## src/fvca_pkg.sv

```systemverilog
// Shared types and constants for the flow-sticky VC allocator.
package fvca_pkg;

	// Opcode field values
	localparam logic [1:0] OP_ALLOC     = 2'd0;
	localparam logic [1:0] OP_WR_CREDIT = 2'd1;
	localparam logic [1:0] OP_WR_USAGE  = 2'd2;

	// Table entry widths and limits
	localparam int CREDIT_W = 6;
	localparam int USAGE_W  = 14;

	localparam logic [CREDIT_W-1:0] CREDIT_MAX  = 6'd63;
	localparam logic [USAGE_W-1:0]  USAGE_MAX   = 14'd9999;
	localparam logic [USAGE_W-1:0]  USAGE_START = 14'd10000;

	// Allocation sequencer states
	typedef enum logic [1:0] {
		ST_IDLE,
		ST_SCAN,
		ST_FETCH,
		ST_UPDATE
	} state_t;

endpackage

```

## src/fvca_ram.sv

```systemverilog
// Generic single-write, single-read RAM with registered read data.
module fvca_ram #(
	parameter int WIDTH = 8,
	parameter int DEPTH = 32
) (
	input  logic                                   clk,
	input  logic                                   we,
	input  logic [((DEPTH > 1) ? $clog2(DEPTH) : 1)-1:0] waddr,
	input  logic [WIDTH-1:0]                       wdata,
	input  logic [((DEPTH > 1) ? $clog2(DEPTH) : 1)-1:0] raddr,
	output logic [WIDTH-1:0]                       rdata
);

	logic [WIDTH-1:0] mem_q [DEPTH];
	logic [WIDTH-1:0] rdata_q;

	// Write port
	always_ff @(posedge clk) begin
		if (we) begin
			mem_q[waddr] <= wdata;
		end
	end

	// Registered read port
	always_ff @(posedge clk) begin
		rdata_q <= mem_q[raddr];
	end

	assign rdata = rdata_q;

endmodule

```

## src/flow_sticky_vc_allocator.sv

```systemverilog
// Top level: per-packet output VC allocator with flow reuse and credit/usage tables.
//
// Input channel (in_valid / in_stall) carries one transaction per command: an
// allocate, a credit-table write or a usage-table write. Output channel
// (out_valid / out_stall) carries one result (chosen_vc, reused_flow) for each
// allocate on an existing port; writes and dropped commands give no result.
//
// Sequencing: a table write is taken in the idle state and the block stays ready
// for the next command. An allocate whose source/destination ids match the last
// scanned flow goes through fetch usage, write back and ready. A new flow first
// scans the port's NUM_VCS entries one per cycle through the single table read
// port, then fetches usage and writes back. The result enters the output
// register from the write-back step.
//
// Reset clears the sequencer, the output register, the last-flow record and the
// per-entry valid bits, so every table entry reads as zero until written. When
// the output register is full and out_stall is high, a finished allocate waits
// in its write-back step and in_stall stays high until the result can move.
module flow_sticky_vc_allocator #(
	parameter int NUM_PORTS = 8,
	parameter int NUM_VCS   = 4,
	parameter int ID_WIDTH  = 8
) (
	input  logic        clk,
	input  logic        arst_n,
	input  logic        in_valid,
	output logic        in_stall,
	input  logic [1:0]  opcode,
	input  logic [2:0]  out_port,
	input  logic [1:0]  vc_index,
	input  logic [13:0] write_value,
	input  logic [7:0]  src_id,
	input  logic [7:0]  dst_id,
	output logic        out_valid,
	input  logic        out_stall,
	output logic [1:0]  chosen_vc,
	output logic        reused_flow
);

	localparam int ENTRIES = NUM_PORTS * NUM_VCS;
	localparam int AW      = (ENTRIES > 1) ? $clog2(ENTRIES) : 1;
	localparam int VC_W    = (NUM_VCS > 1) ? $clog2(NUM_VCS) : 1;
	localparam int ID_W    = (ID_WIDTH < 8) ? ID_WIDTH : 8;
	localparam logic [VC_W-1:0] VC_LAST = VC_W'(NUM_VCS - 1);

	// Flat table address of a port/VC pair
	function automatic logic [AW-1:0] entry_addr(input logic [2:0] port,
			input logic [VC_W-1:0] vc);
		logic [31:0] full;
		full = 32'(port) * 32'(NUM_VCS) + 32'(vc);
		return full[AW-1:0];
	endfunction

	fvca_pkg::state_t state_q, state_d;

	logic [VC_W-1:0]               cnt_q;
	logic [2:0]                    port_q;
	logic [ID_W-1:0]               src_q, dst_q;
	logic                          reused_q;
	logic [fvca_pkg::CREDIT_W-1:0] best_cred_q;
	logic [fvca_pkg::USAGE_W-1:0]  best_use_q;
	logic [VC_W-1:0]               best_vc_q;
	logic [VC_W-1:0]               vc_q;

	logic                          rd_vld_s1;
	logic [VC_W-1:0]               rd_vc_s1;
	logic                          rd_cvld_s1, rd_uvld_s1;

	logic                          last_valid_q;
	logic [ID_W-1:0]               last_src_q, last_dst_q;
	logic [VC_W-1:0]               last_vc_q;

	logic                          out_valid_q;
	logic [1:0]                    chosen_vc_q;
	logic                          reused_out_q;

	logic [ENTRIES-1:0]            credit_vld_q, usage_vld_q;

	logic                          in_acc, port_ok, vc_ok, hit, alloc_go;
	logic                          credit_we, usage_wr_in, usage_we, upd_fire;
	logic [AW-1:0]                 rd_addr, wr_addr_in, usage_waddr;
	logic [fvca_pkg::CREDIT_W-1:0] credit_rdata, credit_wdata, cur_cred;
	logic [fvca_pkg::USAGE_W-1:0]  usage_rdata, usage_wdata, cur_use;
	logic [fvca_pkg::USAGE_W-1:0]  usage_in_sat, usage_inc;
	logic                          take;
	logic [VC_W-1:0]               sel_vc;

	// Decode the incoming transaction
	assign in_acc     = in_valid && !in_stall;
	assign port_ok    = 32'(out_port) < 32'(NUM_PORTS);
	assign vc_ok      = 32'(vc_index) < 32'(NUM_VCS);
	assign hit        = last_valid_q && (last_src_q == src_id[ID_W-1:0])
		&& (last_dst_q == dst_id[ID_W-1:0]);
	assign alloc_go   = in_acc && (opcode == fvca_pkg::OP_ALLOC) && port_ok;
	assign wr_addr_in = entry_addr(out_port, VC_W'(vc_index));

	// Saturate write values
	assign credit_wdata = (write_value > 14'(fvca_pkg::CREDIT_MAX)) ?
		fvca_pkg::CREDIT_MAX : write_value[fvca_pkg::CREDIT_W-1:0];
	assign usage_in_sat = (write_value > fvca_pkg::USAGE_MAX) ?
		fvca_pkg::USAGE_MAX : write_value;

	// Unwritten entries read as zero
	assign cur_cred = rd_cvld_s1 ? credit_rdata : '0;
	assign cur_use  = rd_uvld_s1 ? usage_rdata : '0;

	// Compare the entry returned by the scan against the best so far
	assign take = rd_vld_s1 && ((cur_cred > best_cred_q)
		|| ((cur_cred == best_cred_q) && (cur_use < best_use_q)));
	assign sel_vc = reused_q ? last_vc_q : (take ? rd_vc_s1 : best_vc_q);

	// Increment usage with saturation
	assign usage_inc = (cur_use < fvca_pkg::USAGE_MAX) ?
		(cur_use + 14'd1) : fvca_pkg::USAGE_MAX;

	// Next state
	always_comb begin
		state_d = state_q;
		case (state_q)
			fvca_pkg::ST_IDLE: begin
				if (alloc_go) begin
					state_d = hit ? fvca_pkg::ST_FETCH : fvca_pkg::ST_SCAN;
				end
			end
			fvca_pkg::ST_SCAN: begin
				if (cnt_q == VC_LAST) begin
					state_d = fvca_pkg::ST_FETCH;
				end
			end
			fvca_pkg::ST_FETCH: begin
				state_d = fvca_pkg::ST_UPDATE;
			end
			fvca_pkg::ST_UPDATE: begin
				if (!(out_valid_q && out_stall)) begin
					state_d = fvca_pkg::ST_IDLE;
				end
			end
			default: begin
				state_d = fvca_pkg::ST_IDLE;
			end
		endcase
	end

	// State outputs: stall, read address, table writes
	always_comb begin
		in_stall    = (state_q != fvca_pkg::ST_IDLE);
		upd_fire    = (state_q == fvca_pkg::ST_UPDATE) && !(out_valid_q && out_stall);
		credit_we   = in_acc && (opcode == fvca_pkg::OP_WR_CREDIT) && port_ok && vc_ok;
		usage_wr_in = in_acc && (opcode == fvca_pkg::OP_WR_USAGE) && port_ok && vc_ok;
		usage_we    = usage_wr_in || upd_fire;
		usage_waddr = upd_fire ? entry_addr(port_q, vc_q) : wr_addr_in;
		usage_wdata = upd_fire ? usage_inc : usage_in_sat;
		case (state_q)
			fvca_pkg::ST_SCAN:  rd_addr = entry_addr(port_q, cnt_q);
			fvca_pkg::ST_FETCH: rd_addr = entry_addr(port_q, sel_vc);
			default:            rd_addr = entry_addr(port_q, vc_q);
		endcase
	end

	// Table memories
	fvca_ram #(
		.WIDTH(fvca_pkg::CREDIT_W),
		.DEPTH(ENTRIES)
	) u_credit_ram (
		.clk  (clk),
		.we   (credit_we),
		.waddr(wr_addr_in),
		.wdata(credit_wdata),
		.raddr(rd_addr),
		.rdata(credit_rdata)
	);

	fvca_ram #(
		.WIDTH(fvca_pkg::USAGE_W),
		.DEPTH(ENTRIES)
	) u_usage_ram (
		.clk  (clk),
		.we   (usage_we),
		.waddr(usage_waddr),
		.wdata(usage_wdata),
		.raddr(rd_addr),
		.rdata(usage_rdata)
	);

	// Control state
	always_ff @(posedge clk or negedge arst_n) begin
		if (!arst_n) begin
			state_q      <= fvca_pkg::ST_IDLE;
			cnt_q        <= '0;
			rd_vld_s1    <= 1'b0;
			last_valid_q <= 1'b0;
			last_src_q   <= '0;
			last_dst_q   <= '0;
			last_vc_q    <= '0;
			out_valid_q  <= 1'b0;
			credit_vld_q <= '0;
			usage_vld_q  <= '0;
		end else begin
			state_q   <= state_d;
			rd_vld_s1 <= (state_q == fvca_pkg::ST_SCAN);
			// Advance the scan counter
			if (state_q == fvca_pkg::ST_SCAN) begin
				if (cnt_q != VC_LAST) begin
					cnt_q <= cnt_q + 1'b1;
				end
			end else begin
				cnt_q <= '0;
			end
			// Record a newly scanned flow
			if ((state_q == fvca_pkg::ST_FETCH) && !reused_q) begin
				last_valid_q <= 1'b1;
				last_src_q   <= src_q;
				last_dst_q   <= dst_q;
				last_vc_q    <= sel_vc;
			end
			// Output register
			if (upd_fire) begin
				out_valid_q <= 1'b1;
			end else if (out_valid_q && !out_stall) begin
				out_valid_q <= 1'b0;
			end
			// Mark written entries
			if (credit_we) begin
				credit_vld_q[wr_addr_in] <= 1'b1;
			end
			if (usage_we) begin
				usage_vld_q[usage_waddr] <= 1'b1;
			end
		end
	end

	// Datapath registers
	always_ff @(posedge clk) begin
		rd_vc_s1   <= cnt_q;
		rd_cvld_s1 <= credit_vld_q[rd_addr];
		rd_uvld_s1 <= usage_vld_q[rd_addr];
		if (take) begin
			best_cred_q <= cur_cred;
			best_use_q  <= cur_use;
			best_vc_q   <= rd_vc_s1;
		end
		if (alloc_go) begin
			port_q      <= out_port;
			src_q       <= src_id[ID_W-1:0];
			dst_q       <= dst_id[ID_W-1:0];
			reused_q    <= hit;
			best_cred_q <= '0;
			best_use_q  <= fvca_pkg::USAGE_START;
			best_vc_q   <= '0;
		end
		if (state_q == fvca_pkg::ST_FETCH) begin
			vc_q <= sel_vc;
		end
		if (upd_fire) begin
			chosen_vc_q  <= 2'(vc_q);
			reused_out_q <= reused_q;
		end
	end

	assign out_valid   = out_valid_q;
	assign chosen_vc   = chosen_vc_q;
	assign reused_flow = reused_out_q;

	// A result enters the output register only from the write-back step
	assert property (@(posedge clk) disable iff (!arst_n)
		$rose(out_valid_q) |-> $past(state_q == fvca_pkg::ST_UPDATE))
		else $error("result appeared outside write-back");

	// Hold the write-back while the output register is blocked
	assert property (@(posedge clk) disable iff (!arst_n)
		(state_q == fvca_pkg::ST_UPDATE && out_valid_q && out_stall)
		|=> (state_q == fvca_pkg::ST_UPDATE))
		else $error("write-back left while output blocked");

	// A reused result needs a recorded flow
	assert property (@(posedge clk) disable iff (!arst_n)
		(out_valid_q && reused_out_q) |-> last_valid_q)
		else $error("reuse reported without recorded flow");

	// Scan counter stays within the VC range
	assert property (@(posedge clk) disable iff (!arst_n)
		32'(cnt_q) < 32'(NUM_VCS))
		else $error("scan counter out of range");

	// Usage writes stay within the saturation limit
	assert property (@(posedge clk) disable iff (!arst_n)
		usage_we |-> (usage_wdata <= fvca_pkg::USAGE_MAX))
		else $error("usage write above limit");

endmodule

```

## config.mk

```make
export PLATFORM = sky130hd
export DESIGN_NAME = flow_sticky_vc_allocator
export DESIGN_NICKNAME = d
export VERILOG_FILES = /design/src/fvca_pkg.sv /design/src/fvca_ram.sv /design/src/flow_sticky_vc_allocator.sv
export SDC_FILE = /design/constraint.sdc
export NUM_CORES = 1
export LEC_CHECK = 0
export ABC_AREA = 1
export ABC_CLOCK_PERIOD_IN_PS = 4100
export BUFFER_PORTS_ARGS = -buffer_cell sky130_fd_sc_hd__buf_2
export CELL_PAD_IN_SITES_DETAIL_PLACEMENT = 1
export CELL_PAD_IN_SITES_GLOBAL_PLACEMENT = 2
export CORE_MARGIN = 4
export CORE_UTILIZATION = 30
export DETAILED_ROUTE_END_ITERATION = 10
export PLACE_DENSITY_LB_ADDON = 0.1
export SLEW_MARGIN = 20
export SYNTH_ARGS = -nofsm -noshare
export SYNTH_HDL_FRONTEND = slang
export SYNTH_HIERARCHICAL = 1
export SYNTH_SLANG_ARGS = --single-unit
```

## constraint.sdc

```tcl
create_clock -name clk -period 4.1 [get_ports clk]
set_input_delay 0.205 -clock clk [delete_from_list [all_inputs] [get_ports clk]]
set_output_delay 0.205 -clock clk [all_outputs]
set_load 0.01 [all_outputs]
```

Yosys cells after proc, flatten, opt, wreduce, memory -nomap -nowiden
Memories as Yosys holds them, arrays and structs flattened. A register that Yosys moved wholly into a read port is not among the register bits.
Cells that the tools add are included.
- register bits after elaboration: 140
- bits in writable memories: 640
- logic and storage cells: 113
- memories kept: 2
- bits of input ports: 41
- output and inout bits: 5
- memories (memory ; depth ; width ; rd ports ; clocked after memory_dff ; wr ports ; line ; text):
    u_usage_ram.mem_q ; 32 ; 14 ; 1 ; 1 ; 1 ; fvca_ram.sv:14 ; logic [WIDTH-1:0] mem_q [DEPTH];
    u_credit_ram.mem_q ; 32 ; 6 ; 1 ; 1 ; 1 ; fvca_ram.sv:14 ;
- $lt $le $gt $ge: 10
- reductions and logical operators: 25
- bitwise gates (word level): 2
- multiplexer cells: 31
- equality and inequality tests: 14
- $add $sub $neg: 6
- operators by type and width (operator ; number):
    32-bit OR ; 2
    14-bit two-way mux ; 4
    5-bit by 2-bit adder with 5-bit output ; 4
    5-bit by 6-bit < comparator with 1-bit output (second input constant) ; 3
    8-bit == test ; 2
    2-bit two-way mux ; 8
    14-bit by 1-bit adder with 14-bit output (second input constant) ; 1
    14-bit greater-than comparator (second input constant) ; 1
    14-bit by 6-bit greater-than comparator with 1-bit output (second input constant) ; 1
    1-bit logical AND ; 14
    14-bit < comparator ; 1
    14-bit < comparator (second input constant) ; 1
    6-bit two-way mux ; 2
    1-bit binary-select mux with 5-bit select ; 2
    1-bit demux with 5-bit select ; 2
    5-bit by 1-bit greater-or-equal comparator with 1-bit output (second input constant) ; 2
    1-bit two-way mux ; 10
    5-bit case mux with 2 select lines ; 1
    2-bit == test (second input constant) ; 4
    2-bit != test (second input constant) ; 4
    2-bit case mux with 4 select lines ; 1
    6-bit == test ; 1
    6-bit greater-than comparator ; 1
    5-bit two-way mux ; 1
    8 further kinds ; 15

Longest topological paths before layout
- word-level depth: 11
- gate-level depth with buffers: 32
- mapped depth without buffers: 26

Cells and area by module
The synthesis kept the hierarchy.
- modules (own cells, without submodules) (module ; seq. area each (sq um) ; area each (sq um) ; instances ; cells each):
    fvca_ram at u_usage_ram ; 13733.2 ; 18597.8 ; 1 ; 1575
    fvca_ram at u_credit_ram ; 5885.6 ; 8077.7 ; 1 ; 704
    flow_sticky_vc_allocator ; 3498.4 ; 7159.4 ; 1 ; 850

Worst setup path before layout
OpenSTA, ideal clock, no wires.
- path type: reg-to-reg
- from: register state_q[0]
- to: register state_q[0]
- period minus slack after synthesis: 3.497 ns
- cell stages (with the launch flop): 9
- path slack: 0.603 ns
- arrival time: 3.414 ns
- path buffers: 0
- data required time: 4.017 ns
- library setup time: 0.083 ns
- cells stage by stage: dfrtp_1 -> inv_1 -> ha_1 -> nand2_1 -> nor3_1 -> inv_1 -> a21oi_1 -> o211ai_1 -> o21ai_0
- cells in the longest elaborated chain, start to end: 6
- elaborated cells between the ends (all ways): 13
- classes of those cells: eq/ne (6); mux (1); reduce/logical (6)
- ends and longest elaborated chain (element ; line ; text):
    start: declaration ; flow_sticky_vc_allocator.sv:54 ; fvca_pkg::state_t state_q, state_d;
    start signal: assignment ; flow_sticky_vc_allocator.sv:188 ; state_q <= fvca_pkg::ST_IDLE;
    start signal: assignment ; flow_sticky_vc_allocator.sv:199 ; state_q <= state_d;
    2-bit nonzero test ; flow_sticky_vc_allocator.sv:146 ; in_stall = (state_q != fvca_pkg::ST_IDLE);
    1-bit logical NOT ; flow_sticky_vc_allocator.sv:89 ; assign in_acc = in_valid && !in_stall;
    1-bit logical AND ; flow_sticky_vc_allocator.sv:89 ;
    1-bit logical AND ; flow_sticky_vc_allocator.sv:94 ; assign alloc_go = in_acc && (opcode == fvca_pkg::OP_ALLOC) && port_ok;
    named net alloc_go ; flow_sticky_vc_allocator.sv:79 ; logic in_acc, port_ok, vc_ok, hit, alloc_go;
    2-bit != test (no line) ; -- ;
    3-bit AND reduction (no line) ; -- ;
The timed path passes the listed nets, and every way through them passes these cells.
A chain may end at the register's enable or synchronous reset.

Worst setup path in the final report
- from: register rd_uvld_s1
- to: register u_usage_ram.rdata_q[9] (netlist: u_usage_ram/rdata[9]) (read register of u_usage_ram.mem_q)
- cells in the longest elaborated chain, start to end: 9
- ends and longest elaborated chain (element ; line ; text):
    start: declaration ; flow_sticky_vc_allocator.sv:67 ; logic rd_cvld_s1, rd_uvld_s1;
    start signal: assignment ; flow_sticky_vc_allocator.sv:236 ; rd_uvld_s1 <= usage_vld_q[rd_addr];
    14-bit two-way mux ; flow_sticky_vc_allocator.sv:105 ; assign cur_use = rd_uvld_s1 ? usage_rdata : '0;
    named net cur_use, one bit ; flow_sticky_vc_allocator.sv:83 ; logic [fvca_pkg::USAGE_W-1:0] usage_rdata, usage_wdata, cur_use;
    14-bit < comparator ; flow_sticky_vc_allocator.sv:109 ; || ((cur_cred == best_cred_q) && (cur_use < best_use_q)));
    1-bit logical AND ; flow_sticky_vc_allocator.sv:109 ;
    1-bit logical OR ; flow_sticky_vc_allocator.sv:109 ;
    1-bit logical AND ; flow_sticky_vc_allocator.sv:108 ; assign take = rd_vld_s1 && ((cur_cred > best_cred_q)
    2-bit two-way mux ; -- ;
    2-bit two-way mux ; flow_sticky_vc_allocator.sv:110 ; assign sel_vc = reused_q ? last_vc_q : (take ? rd_vc_s1 : best_vc_q);
    5-bit by 2-bit adder with 5-bit output ; flow_sticky_vc_allocator.sv:50 ; full = 32'(port) * 32'(NUM_VCS) + 32'(vc);
    5-bit case mux with 2 select lines ; flow_sticky_vc_allocator.sv:153 ; case (state_q)
    end: declaration ; fvca_ram.sv:15 ; logic [WIDTH-1:0] rdata_q;
The timed path passes the listed nets, and every way through them passes these cells.

==> run_results.csv <==
group,metric,value,unit
cells_and_area,final_util,0.355,
floorplanning,core_area,111000,um2
clock_network,clk_latency,0.67,ns
global_route,antenna_found_initial,3,
yosys,syn_avg_cell_area,10.8,um2
yosys,syn_nets,3192,
yosys,ys_seq_area_frac,0.683,
floorplanning,pin_count,46,
outcome,status,"completed",
global_route,grt_first_pass_wirelength,165000,um
flow_run,max-cap-violations,0,
timing,fmax,0.269,GHz
clock_network,clockBufferDepth,3,
cells_and_area,n_antenna_cell,0,
routing,vias,23600,
timing,worst_slack,0.387,ns
timing,slew_headroom,0.315,
routing,via_per_inst,4.88,
timing,maxSlewViolCount,0,
timing,tns,0,ns
routing,drt-initial-drc-count,1636,
placed_design,dp_slack,0.0976,ns
pwr,power,31.0,mW
clock_network,path_clk_slew,0.06,ns
global_route,grt_max_degree,79,
routing,first_pass_iters,5,
cells_and_area,nNetsFinal,3324,
timing,tightest_slew,1.03,ns
global_route,grt_overflow_total,0,
clock_network,cts-root-buf,"clkbuf_16",
routing,wl_per_cell,22.7,um
routing,drcViolationCount,0,
setup_path,path_class,"reg -> reg",
floorplanning,fp.dieW,344,um
floorplanning,die-area,118000,um2
timing,rsz0062_at_grt,"false",
setup_path,endpoint_kind,"flip-flop",
cells_and_area,stdcell_count,4826,
placed_design,hpwl,68100,um
placed_design,place.gp.congestion,0.784,
placed_design,dp.cells,4630,
yosys,ys_warn_count,6,
yosys,netlist_area,33800,um2
timing,finalCritPeriodShare,0.906,
cells_and_area,drive_gt1_frac,0.103,
routing,wirelength,110000,um
global_route,grt_pass1_vias,25000,
floorplanning,start_util,0.304,
yosys,synth-seq-cells,800,
clock_network,cts_max_level,3,
pwr,leakage,15.6,nW
setup_path,cp.required,4.63,ns
timing,skew,0.0270,ns
yosys,yosysUniqueCellTypes,46,
timing,hold_violations,0,
routing,drtAntennaViolNets,0,
floorplanning,dieHeight,344,um
cells_and_area,area_growth,16.7,%
pwr,power.density,786,nW/um2
setup_path,crit_path_max_fanout,21,
placed_design,numPortBuffers,45,
floorplanning,fp-row-count,122,
timing,setup_violations,0,
global_route,grtUsageTotal,0.186,
min_path,hp-class,"in -> reg",
clock_network,cts_tree,"built",
cells_and_area,fillers,12200,
timing,fin_crit,3.71,ns
setup_path,cp.arrival,4.25,ns
clock_network,cts_buffers,94,
clock_network,cts_sinks,800,
yosys,syn_inst,3129,
pwr,peakVddDrop,511,uV
setup_path,start_kind,"flip-flop",
-- cell usage in the layout, fill, tap and decap left out, types with 7 or more instances in the layout --
cell,count
ha_1,22
clkinv_1,18
buf_12,15
nand4_1,11
buf_4,108
dfrtp_1,89
mux2_2,15
nand3_1,622
xnor2_1,11
nor3_1,7
inv_1,167
bufinv_16,12
clkinv_2,11
a21oi_1,33
dlygate4sd3_1,23
nand2_1,1032
edfxtp_1,665
xor2_1,13
clkbuf_16,96
clkbuf_1,28
nor2_1,90
o21ai_0,94
buf_2,44
dfxtp_1,45
-- cells in the mapped netlist, drive strengths merged --
cell	instances	share of area
dfrtp	89	0.066
inv	174	0.020
o21ai	100	0.015
ha	22	0.0081
nor2	91	0.010
o2111ai	1	0.00026
a22oi	2	0.00044
o22a	1	0.00026
xnor2	11	0.0028
o32ai	1	0.00026
nand4	11	0.0020
mux2	15	0.0050
clkinv	1	0.00011
xor2	13	0.0034
o31ai	3	0.00067
dfxtp	46	0.027
nor4	4	0.00074
or2	4	0.00074
nand2	1039	0.12
o211ai	3	0.00067
o21a	1	0.00022
clkbuf	28	0.0031
nor3	8	0.0012
edfxtp	665	0.59
o22ai	4	0.00074
a32o	1	0.00030
a211oi	1	0.00022
and2	4	0.00074
a21oi	35	0.0055
buf	126	0.026
nand3	625	0.093
-- what timing repair did --
item | 4_1_cts | 5_1_grt
hold endpoints to repair | 76 | 0
gates resized for setup | 0 | 2
hold buffers | 23 | 0
endpoints found under the setup margin | 0 | 20
setup buffers | 0 | 0
-- per-layer routing --
layer | GRT usage | part of all wire | wire length (um) | up-vias
li1 | - | - | - | 11000
met1 | 0.273 | 0.49 | 53600 | 12100
met2 | 0.294 | 0.45 | 49800 | 365
met3 | 0.0262 | 0.039 | 4320 | 120
met4 | 0.0413 | 0.017 | 1830 | 0
met5 | 0 | 0 | 0 | -
-- cell families (layout without fill, tap and decap cells) --
logic type	count (synthesis)	count (layout)	synth area share
AOI/OAI and AO/OA	153	153	0.0244
xor gates and xnor gates	24	24	0.00621
adders and majority gates	22	22	0.00814
buffers and inverters	329	538	0.0483
DFF	800	800	0.683
muxes	15	15	0.00499
and+or+nand+nor	1786	1786	0.225
-- registers in the layout, summed over array words and instances (netlist names), 2 cells and up --
name / count
credit_vld_q: 32
best_vc_q: 2
u_credit_ram/mem_q: 192
chosen_vc: 2
state_q: 2
cnt_q: 2
best_use_q: 14
u_usage_ram/rdata: 14
last_dst_q: 8
rd_vc_s1: 2
last_vc_q: 2
last_src_q: 8
src_q: 8
vc_q: 2
u_credit_ram/rdata: 6
best_cred_q: 6
port_q: 3
dst_q: 8
usage_vld_q: 32
u_usage_ram/mem_q: 448
-- worst max-delay path, cell delays in order, from the launching register on --
cell and delay, ns:
dfxtp_4 0.42, nand2_1 0.11, inv_1 0.11, ha_1 0.25
nand2_1 0.08, nor2_1 0.05, a21oi_1 0.15, nand2_1 0.09
nand2_1 0.08, nand2_1 0.06, nand2_2 0.10, nand2_2 0.08
nand2_1 0.09, nand3_2 0.08, nand3_2 0.10, a21oi_4 0.06
buf_4 0.18, inv_4 0.30, buf_4 0.33, nand3_1 0.11
nand3_1 0.17, nand2_1 0.10, nand2_1 0.08, nand2_1 0.09
nand2_1 0.16, nand2_1 0.13
-- final timing paths --
path / start / to / slack [ns] / cells after the start
setup / recovery: rd_uvld_s1$_DFF_P_ / u_usage_ram/rdata[9]$_DFF_P_ / 0.39 / 25
hold / removal: out_port[2] / credit_vld_q[8]$_DFFE_PN0P_ / 0.10 / 4
setup reg to reg: rd_uvld_s1$_DFF_P_ / u_usage_ram/rdata[9]$_DFF_P_ / 0.39 / 25
hold reg to reg: cnt_q[1]$_DFFE_PN0P_ / rd_vc_s1[1]$_DFF_P_ / 0.44 / 0
max in group asynchronous: arst_n / usage_vld_q[31]$_DFFE_PN0P_ / 2.92 / 3
min in group asynchronous: arst_n / credit_vld_q[30]$_DFFE_PN0P_ / 0.16 / 2
-- stage by stage --
step	hold WS (ns)	cell area, um2
floorplan	-0.0906	33800
global placement	0.320	36100
detailed placement	0.328	36100
CTS	0.0478	39500
global route	0.0661	39500
finish	0.104	39500
-- layout make-up --
class,count,area [um2],area share
timing repair buffer,190,1560,0.0396
multi-input combinational,2000,9150,0.232
clock buffer,128,2560,0.0649
inverter,175,674,0.0171
clock inverter,45,541,0.0137
sequential,800,23100,0.586
tap,1488,1860,0.0472
-- power by group --
| part | switching, mW | leakage (nW) | internal (mW) |
|---|---|---|---|
| Sequential | 0.268 | 7.76 | 9.51 |
| Clock | 3.37 | 1.51 | 5.12 |
| Combinational | 9.10 | 6.31 | 3.67 |
Note: power is estimated with default switching activity, not from simulation.
